<file path="config.mk">
export PLATFORM = sky130hd
export DESIGN_NAME = first_fit_interval_lane_assigner_top
export DESIGN_NICKNAME = d
export VERILOG_FILES = /design/src/rtl/ffila_pkg.sv /design/src/rtl/ffila_ctrl.sv /design/src/rtl/ffila_dp.sv /design/src/rtl/first_fit_interval_lane_assigner_top.sv
export SDC_FILE = /design/constraint.sdc
export NUM_CORES = 1
export LEC_CHECK = 0
export BUFFER_PORTS_ARGS = -buffer_cell sky130_fd_sc_hd__buf_2
export CAP_MARGIN = 20
export CORE_UTILIZATION = 50
export DETAILED_ROUTE_END_ITERATION = 16
export PLACE_DENSITY_LB_ADDON = 0.1
export SLEW_MARGIN = 5
export SYNTH_ARGS = -nofsm -noshare
export SYNTH_HDL_FRONTEND = slang
export SYNTH_SLANG_ARGS = --single-unit
export TNS_END_PERCENT = 20
</file>
<file path="constraint.sdc">
create_clock -name clk_i -period 12.9 [get_ports clk_i]
set_input_delay 2.58 -clock clk_i [delete_from_list [all_inputs] [get_ports clk_i]]
set_output_delay 2.58 -clock clk_i [all_outputs]
set_load 0.1 [all_outputs]
</file>
<file path="src/rtl/ffila_pkg.sv">
`timescale 1ns / 1ps
package ffila_pkg;

  localparam int unsigned FrameW   = 31;
  localparam int unsigned RawW     = 32;
  localparam int unsigned LaneOutW = 4;

  typedef enum logic [1:0] {
    ST_IDLE,
    ST_RD,
    ST_CMP,
    ST_EMIT
  } state_e;

  // Commands from the controller to the datapath
  typedef struct packed {
    logic load;  // take the input beat, resolve bounds, rewind the scan
    logic rd;    // read the lane end at the scan index
    logic step;  // advance the scan index
    logic take;  // keep the lane at the scan index for this interval
    logic emit;  // commit the decision and load the output register
  } cmd_t;

  // Status from the datapath to the controller
  typedef struct packed {
    logic at_end;    // scan index has reached the open lane count
    logic hit;       // read lane end lies strictly before the start
    logic out_free;  // output register can take a result this cycle
  } stat_t;

endpackage

</file>
<file path="src/rtl/ffila_ctrl.sv">
`timescale 1ns / 1ps
module ffila_ctrl (
  input  logic           clk_i,
  input  logic           rst_ni,
  input  logic           s_axis_tvalid,
  output logic           s_axis_tready,
  input  ffila_pkg::stat_t stat_i,
  output ffila_pkg::cmd_t  cmd_o
);
  import ffila_pkg::*;

  state_e state_q, state_d;

  always_ff @(posedge clk_i or negedge rst_ni) begin
    if (!rst_ni) begin
      state_q <= ST_IDLE;
    end else begin
      state_q <= state_d;
    end
  end

  always_comb begin
    state_d       = state_q;
    cmd_o         = '0;
    s_axis_tready = 1'b0;
    case (state_q)
      ST_IDLE: begin
        s_axis_tready = 1'b1;
        if (s_axis_tvalid) begin
          cmd_o.load = 1'b1;
          state_d    = ST_RD;
        end
      end
      ST_RD: begin
        // no lane left to try: open a new one or flag overflow
        if (stat_i.at_end) begin
          state_d = ST_EMIT;
        end else begin
          cmd_o.rd = 1'b1;
          state_d  = ST_CMP;
        end
      end
      ST_CMP: begin
        if (stat_i.hit) begin
          cmd_o.take = 1'b1;
          state_d    = ST_EMIT;
        end else begin
          cmd_o.step = 1'b1;
          state_d    = ST_RD;
        end
      end
      ST_EMIT: begin
        // hold until the output register is free
        if (stat_i.out_free) begin
          cmd_o.emit = 1'b1;
          state_d    = ST_IDLE;
        end
      end
      default: begin
        state_d = ST_IDLE;
      end
    endcase
  end

  a_cmp_after_rd: assert property (@(posedge clk_i) disable iff (!rst_ni)
    (state_q == ST_CMP) |-> ($past(state_q) == ST_RD))
    else $error("compare without a preceding read");

  a_end_to_emit: assert property (@(posedge clk_i) disable iff (!rst_ni)
    (state_q == ST_RD && stat_i.at_end) |=> (state_q == ST_EMIT))
    else $error("scan end did not lead to emit");

  a_emit_holds: assert property (@(posedge clk_i) disable iff (!rst_ni)
    (state_q == ST_EMIT && !stat_i.out_free) |=> (state_q == ST_EMIT))
    else $error("result dropped while output busy");

endmodule

</file>
<file path="src/rtl/ffila_dp.sv">
`timescale 1ns / 1ps
module ffila_dp #(
  parameter int unsigned MAX_LANES = 16
) (
  input  logic                        clk_i,
  input  logic                        rst_ni,
  input  logic [ffila_pkg::FrameW-1:0] total_frames_i,
  input  logic [ffila_pkg::RawW-1:0]   raw_start_i,
  input  logic [ffila_pkg::RawW-1:0]   raw_end_i,
  input  logic                        end_given_i,
  input  logic                        new_layout_i,
  input  ffila_pkg::cmd_t             cmd_i,
  output ffila_pkg::stat_t            stat_o,
  output logic                        out_valid_o,
  input  logic                        out_ready_i,
  output logic [ffila_pkg::LaneOutW-1:0] out_lane_o,
  output logic [ffila_pkg::FrameW-1:0] out_start_o,
  output logic [ffila_pkg::FrameW-1:0] out_end_o,
  output logic                        out_opened_o,
  output logic                        out_overflow_o
);
  import ffila_pkg::*;

  localparam int unsigned AW = (MAX_LANES > 1) ? $clog2(MAX_LANES) : 1;
  localparam int unsigned CW = $clog2(MAX_LANES + 1);

  logic [FrameW-1:0] lane_end_mem [MAX_LANES];
  logic [FrameW-1:0] rd_data_q;

  logic [CW-1:0]     count_q, count_d;
  logic [CW-1:0]     idx_q, idx_d;
  logic [FrameW-1:0] start_q, end_q;
  logic              hit_q;

  logic [FrameW-1:0] start_res, end_res;
  logic [RawW-1:0]   cand;
  logic              full, wr_en;

  // resolve the interval bounds from the input beat
  always_comb begin
    start_res = raw_start_i[RawW-1] ? '0 : raw_start_i[FrameW-1:0];
    if (end_given_i) begin
      cand = raw_end_i;
    end else if (total_frames_i != '0) begin
      cand = {1'b0, total_frames_i - FrameW'(1)};
    end else begin
      cand = {1'b0, start_res};
    end
    end_res = ($signed(cand) > $signed({1'b0, start_res})) ? cand[FrameW-1:0] : start_res;
  end

  assign full  = (count_q == CW'(MAX_LANES));
  assign wr_en = cmd_i.emit && (hit_q || !full);

  always_comb begin
    count_d = count_q;
    idx_d   = idx_q;
    if (cmd_i.load) begin
      idx_d = '0;
      if (new_layout_i) begin
        count_d = '0;
      end
    end else if (cmd_i.step) begin
      idx_d = idx_q + CW'(1);
    end else if (cmd_i.emit && !hit_q && !full) begin
      count_d = count_q + CW'(1);
    end
  end

  always_ff @(posedge clk_i or negedge rst_ni) begin
    if (!rst_ni) begin
      count_q     <= '0;
      idx_q       <= '0;
      out_valid_o <= 1'b0;
    end else begin
      count_q <= count_d;
      idx_q   <= idx_d;
      if (cmd_i.emit) begin
        out_valid_o <= 1'b1;
      end else if (out_ready_i) begin
        out_valid_o <= 1'b0;
      end
    end
  end

  always_ff @(posedge clk_i) begin
    if (cmd_i.load) begin
      start_q <= start_res;
      end_q   <= end_res;
      hit_q   <= 1'b0;
    end else if (cmd_i.step) begin
      hit_q <= 1'b0;
    end else if (cmd_i.rd) begin
      hit_q <= 1'b0;
    end else if (cmd_i.take) begin
      hit_q <= 1'b1;
    end
    if (cmd_i.emit) begin
      out_lane_o     <= (hit_q || !full) ? LaneOutW'(idx_q) : '0;
      out_start_o    <= start_q;
      out_end_o      <= end_q;
      out_opened_o   <= !hit_q && !full;
      out_overflow_o <= !hit_q && full;
    end
  end

  // lane end store: one read port, one write port
  always_ff @(posedge clk_i) begin
    if (cmd_i.rd) begin
      rd_data_q <= lane_end_mem[idx_q[AW-1:0]];
    end
    if (wr_en) begin
      lane_end_mem[idx_q[AW-1:0]] <= end_q;
    end
  end

  // the hit flag is only used by the controller in the compare state
  logic hit_now;
  assign hit_now = (start_q > rd_data_q);

  always_comb begin
    stat_o.at_end   = (idx_q == count_q);
    stat_o.hit      = hit_now;
    stat_o.out_free = !out_valid_o || out_ready_i;
  end

  // remember a lane end read since the last load or step, checked when emit reuses a lane
  logic hit_seen_q;
  always_ff @(posedge clk_i or negedge rst_ni) begin
    if (!rst_ni) begin
      hit_seen_q <= 1'b0;
    end else if (cmd_i.load) begin
      hit_seen_q <= 1'b0;
    end else if (cmd_i.rd) begin
      hit_seen_q <= 1'b1;
    end else if (cmd_i.step) begin
      hit_seen_q <= 1'b0;
    end
  end

  a_count_bound: assert property (@(posedge clk_i) disable iff (!rst_ni)
    count_q <= CW'(MAX_LANES))
    else $error("open lane count beyond capacity");

  a_idx_bound: assert property (@(posedge clk_i) disable iff (!rst_ni)
    idx_q <= count_q)
    else $error("scan index past open lanes");

  a_ovf_clean: assert property (@(posedge clk_i) disable iff (!rst_ni)
    (out_valid_o && out_overflow_o) |-> (out_lane_o == '0 && !out_opened_o))
    else $error("overflow result carries a lane");

  a_emit_read: assert property (@(posedge clk_i) disable iff (!rst_ni)
    (cmd_i.emit && hit_q) |-> hit_seen_q)
    else $error("lane reused without a read");

endmodule

</file>
<file path="src/rtl/first_fit_interval_lane_assigner_top.sv">
`timescale 1ns / 1ps
// Channel         Dir  Beat contents (lowest bit first)
// s_axis          in   tdata: raw_start[31:0], raw_end[63:32]; tuser: end_given, new_layout
// m_axis          out  tdata: lane[3:0], span_start[34:4], span_end[65:35], zeros;
//                      tuser: opened_lane, overflow
// total_frames    in   write enable plus 31-bit value, taken on any rising clock edge with the enable high
//
// Steps: take the beat, then for each open lane tried a store read and a compare, then commit;
// when no open lane fits, a final visit to the read state finds the scan at its end first.
// The registered read of the lane end store is why each lane tried needs both states.
// Reset clears the open lane count and the output valid; the lane store is not cleared.
// A waiting result sits in the output register; the next beat is taken meanwhile and
// only its commit waits for the register to drain.
module first_fit_interval_lane_assigner_top #(
  parameter int unsigned MAX_LANES = 16
) (
  input  logic        clk_i,
  input  logic        rst_ni,
  input  logic        total_frames_we_i,
  input  logic [30:0] total_frames_i,
  input  logic        s_axis_tvalid,
  output logic        s_axis_tready,
  input  logic [63:0] s_axis_tdata,   // raw_start, raw_end
  input  logic [1:0]  s_axis_tuser,   // end_given, new_layout
  output logic        m_axis_tvalid,
  input  logic        m_axis_tready,
  output logic [71:0] m_axis_tdata,   // lane, span_start, span_end, zero fill
  output logic [1:0]  m_axis_tuser    // opened_lane, overflow
);
  import ffila_pkg::*;

  logic [FrameW-1:0]   total_frames_q;
  cmd_t                cmd;
  stat_t               stat;
  logic [LaneOutW-1:0] lane;
  logic [FrameW-1:0]   span_start, span_end;
  logic                opened, overflow;

  // hold the timeline length until the next write
  always_ff @(posedge clk_i or negedge rst_ni) begin
    if (!rst_ni) begin
      total_frames_q <= '0;
    end else if (total_frames_we_i) begin
      total_frames_q <= total_frames_i;
    end
  end

  ffila_ctrl u_ctrl (
    .clk_i         (clk_i),
    .rst_ni        (rst_ni),
    .s_axis_tvalid (s_axis_tvalid),
    .s_axis_tready (s_axis_tready),
    .stat_i        (stat),
    .cmd_o         (cmd)
  );

  ffila_dp #(
    .MAX_LANES (MAX_LANES)
  ) u_dp (
    .clk_i          (clk_i),
    .rst_ni         (rst_ni),
    .total_frames_i (total_frames_q),
    .raw_start_i    (s_axis_tdata[31:0]),
    .raw_end_i      (s_axis_tdata[63:32]),
    .end_given_i    (s_axis_tuser[0]),
    .new_layout_i   (s_axis_tuser[1]),
    .cmd_i          (cmd),
    .stat_o         (stat),
    .out_valid_o    (m_axis_tvalid),
    .out_ready_i    (m_axis_tready),
    .out_lane_o     (lane),
    .out_start_o    (span_start),
    .out_end_o      (span_end),
    .out_opened_o   (opened),
    .out_overflow_o (overflow)
  );

  // pack the result beat
  assign m_axis_tdata = {6'b0, span_end, span_start, lane};
  assign m_axis_tuser = {overflow, opened};

endmodule

</file>
==> metrics.yaml <==
sta:
  setup_ws_ns: 7.35
  rsz0062_at_grt: "false"
  fin_setup_tns_ns: 0
  relSlewSlack_pct: 30.6
  max_freq_mhz: 180
  setup_violations: 0
  min_period_ns: 5.55
  worst-slew-pin-transition_ns: 1.04
  hold_violations: 0
  skew_ns: 0.0215
  slew_viol_final: 0
  timing.final.crit_share_pct: 43.0
synthesis:
  synth_top_flop_cell: "edfxtp_1"
  yosysSeqAreaShare_pct: 72.2
  synth_area_leaders: "edfxtp_1 (68%), mux4_2 (12%), dfrtp_1 (3.8%)"
  synth-edff-count: 657
  async_flop_share_pct: 6.27
  yosysTopAreaCell: "edfxtp_1"
  yosys_warnings: 0
  syn_area_mm2: 0.0289
  synth_cell_types: 55
  avgSynthCellArea_um2: 19.0
  synth_cells: 1516
  ys_ff_latch: 702
  netlist.area_leader.share_pct: 68.4
  netlist_top_cells_count: "edfxtp_1 (657), mux4_2 (155), inv_1 (74)"
  yosysMostFrequentCell: "edfxtp_1"
pwr:
  power.total_uw: 7020
  ir_drop_uv: 250
  comb_power_share_pct: 26.8
  clkPwrFrac_pct: 28.6
  p_int_uw: 4710
  p_switching_uw: 2310
  power.density_mw_per_mm2: 212
  switching_share_pct: 32.9
  leakagePower_uw: 0.0114
  seqPwrFrac_pct: 44.5
clocking:
  ctsHoldBuffers: 0
  tritoncts: "yes"
  cts.path.max_buffers: 3
  numClockSinks: 702
  clkLatencyLatePin_ns: 0.60
  cts_resized: 0
  htree_num_levels: 3
  post-cts-setup-buffers: 0
  cts_buffers: 74
  clock-root-buffer: "clkbuf_16"
  path_clk_slew_ns: 0.06
finish:
  drive_above_1_share_pct: 30.9
  finish.utilization_pct: 58.3
  antenna_cells: 0
  final_cell_area_mm2: 0.0331
  fin_nets: 1901
  area_delta_synth_final_pct: 14.6
placement:
  gp_congestion: 0.862
  port_buffers: 171
  place_area_mm2: 0.0308
  dp_hpwl_um: 41400
  dp_slack_ns: 6.77
worst_setup_path:
  crit_end: "u_dp.end_q[24]"
  r2r_end: "u_dp.end_q[3]"
  end_kind: "flip-flop"
  r2r_start: "total_frames_q[18]"
  cp.arrival_ns: 5.96
  startpoint: "s_axis_tdata[31]"
  reg2reg_setup_slack_ns: 7.67
  worstPathRequired_ns: 13.31
  cp-start-kind: "input pin"
  reg2reg_depth: 14
  crit_fanout: 31
  path_class: "in2reg"
floorplan:
  fp.coreArea_mm2: 0.0567
  num_io_pins: 178
  die_area_mm2: 0.0587
  initial_core_util_pct: 50.9
  fp-row-count: 87
  die_y_um: 242
  die_x_um: 242
hold_path:
  hp-class: "reg2reg"
global_routing:
  antenna_found_initial: 1
  grt_max_degree: 96
  grt-ovfl-total: 0
  grt_usage_pct: 24.2
  grt_pass1_wl_um: 102000
  grt_pass1_vias: 15392
route:
  dr.pass1.iters: 5
  vias: 14836
  final_antenna_net_count: 0
  drt-initial-drc-count: 1301
  post-route-drc-count: 0
  viasPerCell: 5.85
  wl_um: 69300
  routedWlPerCell_um: 27.3
flow_run:
  max-cap-violations: 0
run_status:
  status: "finished clean"
-- sequential cells by signal (all words and copies together), names as in the netlist --
| register | count |
|---|---|
| u_dp.count_q | 5 |
| u_dp.hit_q | 1 |
| u_dp.out_valid_o | 1 |
| u_dp.idx_q | 5 |
| u_dp.start_q | 31 |
| u_dp.out_overflow_o | 1 |
| u_dp.rd_data_q | 31 |
| total_frames_q | 31 |
| u_ctrl.state_q | 2 |
| u_dp.lane_end_mem | 496 |
| u_dp.out_start_o | 31 |
| u_dp.out_lane_o | 4 |
| u_dp.out_end_o | 31 |
| u_dp.out_opened_o | 1 |
| u_dp.end_q | 31 |
-- per-layer routing --
layer	part of all wire, %	vias to the layer above	global-route usage, %
li1	-	6472	-
met1	42	7869	33.1
met2	51	405	41.0
met3	4.7	88	3.66
met4	1.9	2	5.94
met5	0.017	-	0
-- placed cells by master (no fill, tap or decap), drive strengths merged, types with 28 or more instances in the layout --
| master | Yosys | routed |
|---|---|---|
| edfxtp | 657 | 657 |
| buf | 20 | 200 |
| mux4 | 155 | 155 |
| clkbuf | 47 | 94 |
| inv | 74 | 76 |
| mux2 | 72 | 72 |
| ha | 69 | 69 |
| nand2 | 56 | 56 |
| dfrtp | 44 | 44 |
| nor2 | 36 | 36 |
| o21ai | 35 | 35 |
| a21oi | 32 | 32 |
| nand2b | 28 | 28 |
-- through the flow --
stage | hold slack [ns] | cells
global route | 0.478 | 2537
CTS | 0.465 | 2537
floorplan | 0.426 | 1521
detailed placement | 0.452 | 2410
global placement | 0.443 | 2409
finish | 0.464 | 2537
-- power by group through the flow --
stage	registers, uW	clock network [uW]	logic (uW)
3_5_place_dp	3180	0	1910
4_1_cts	3140	2050	1920
5_1_grt	3160	2130	2010
6_report	3130	2010	1890
3_3_place_gp	3170	0	1890
2_1_floorplan	3520	0	1000
-- worst max-delay path, cell delays in order --
cell	delay, ns
buf_2	0.45
nor2b_1	0.15
inv_1	0.11
a21oi_1	0.07
mux2_1	0.29
mux2_2	0.27
ha_1	0.28
nand3_1	0.12
nor4_1	0.45
nand2_1	0.09
a31oi_1	0.25
o21ai_4	0.20
buf_12	0.23
and2_1	0.16
nor4_1	0.25
-- logic make-up after synthesis --
group / after synthesis / share of synthesized area [%]
AOI/OAI and AO/OA: 100 / 2.07
and+or+nand+nor: 226 / 4.23
other: 1 / 0.0130
buffers and inverters: 141 / 1.94
muxes: 245 / 15.5
adders and majority gates: 69 / 2.99
xor gates and xnor gates: 32 / 0.971
DFF: 702 / 72.2
-- area by class of cell --
cell class / instances / area (um2)
inverter: 74 / 278
sequential: 702 / 20900
fill: 4193 / 23600
clock inverter: 33 / 258
tap: 756 / 946
clock buffer: 94 / 2000
timing repair buffer: 200 / 1100
multi-input combinational: 678 / 7640
-- worst min-delay path by stage --
stage                               start  slack (ns)                   to  cells after the start
after global routing      u_dp.start_q[9]        0.48  u_dp.out_start_o[9]                      0
after detailed placement  u_dp.start_q[9]        0.45  u_dp.out_start_o[9]                      0
after global placement    u_dp.start_q[0]        0.44  u_dp.out_start_o[0]                      0
after CTS                 u_dp.start_q[9]        0.46  u_dp.out_start_o[9]                      0
after floorplan           u_dp.start_q[0]        0.43  u_dp.out_start_o[0]                      0
final                     u_dp.start_q[2]        0.46  u_dp.out_start_o[2]                      0
Power figures use the tool's default switching activity.
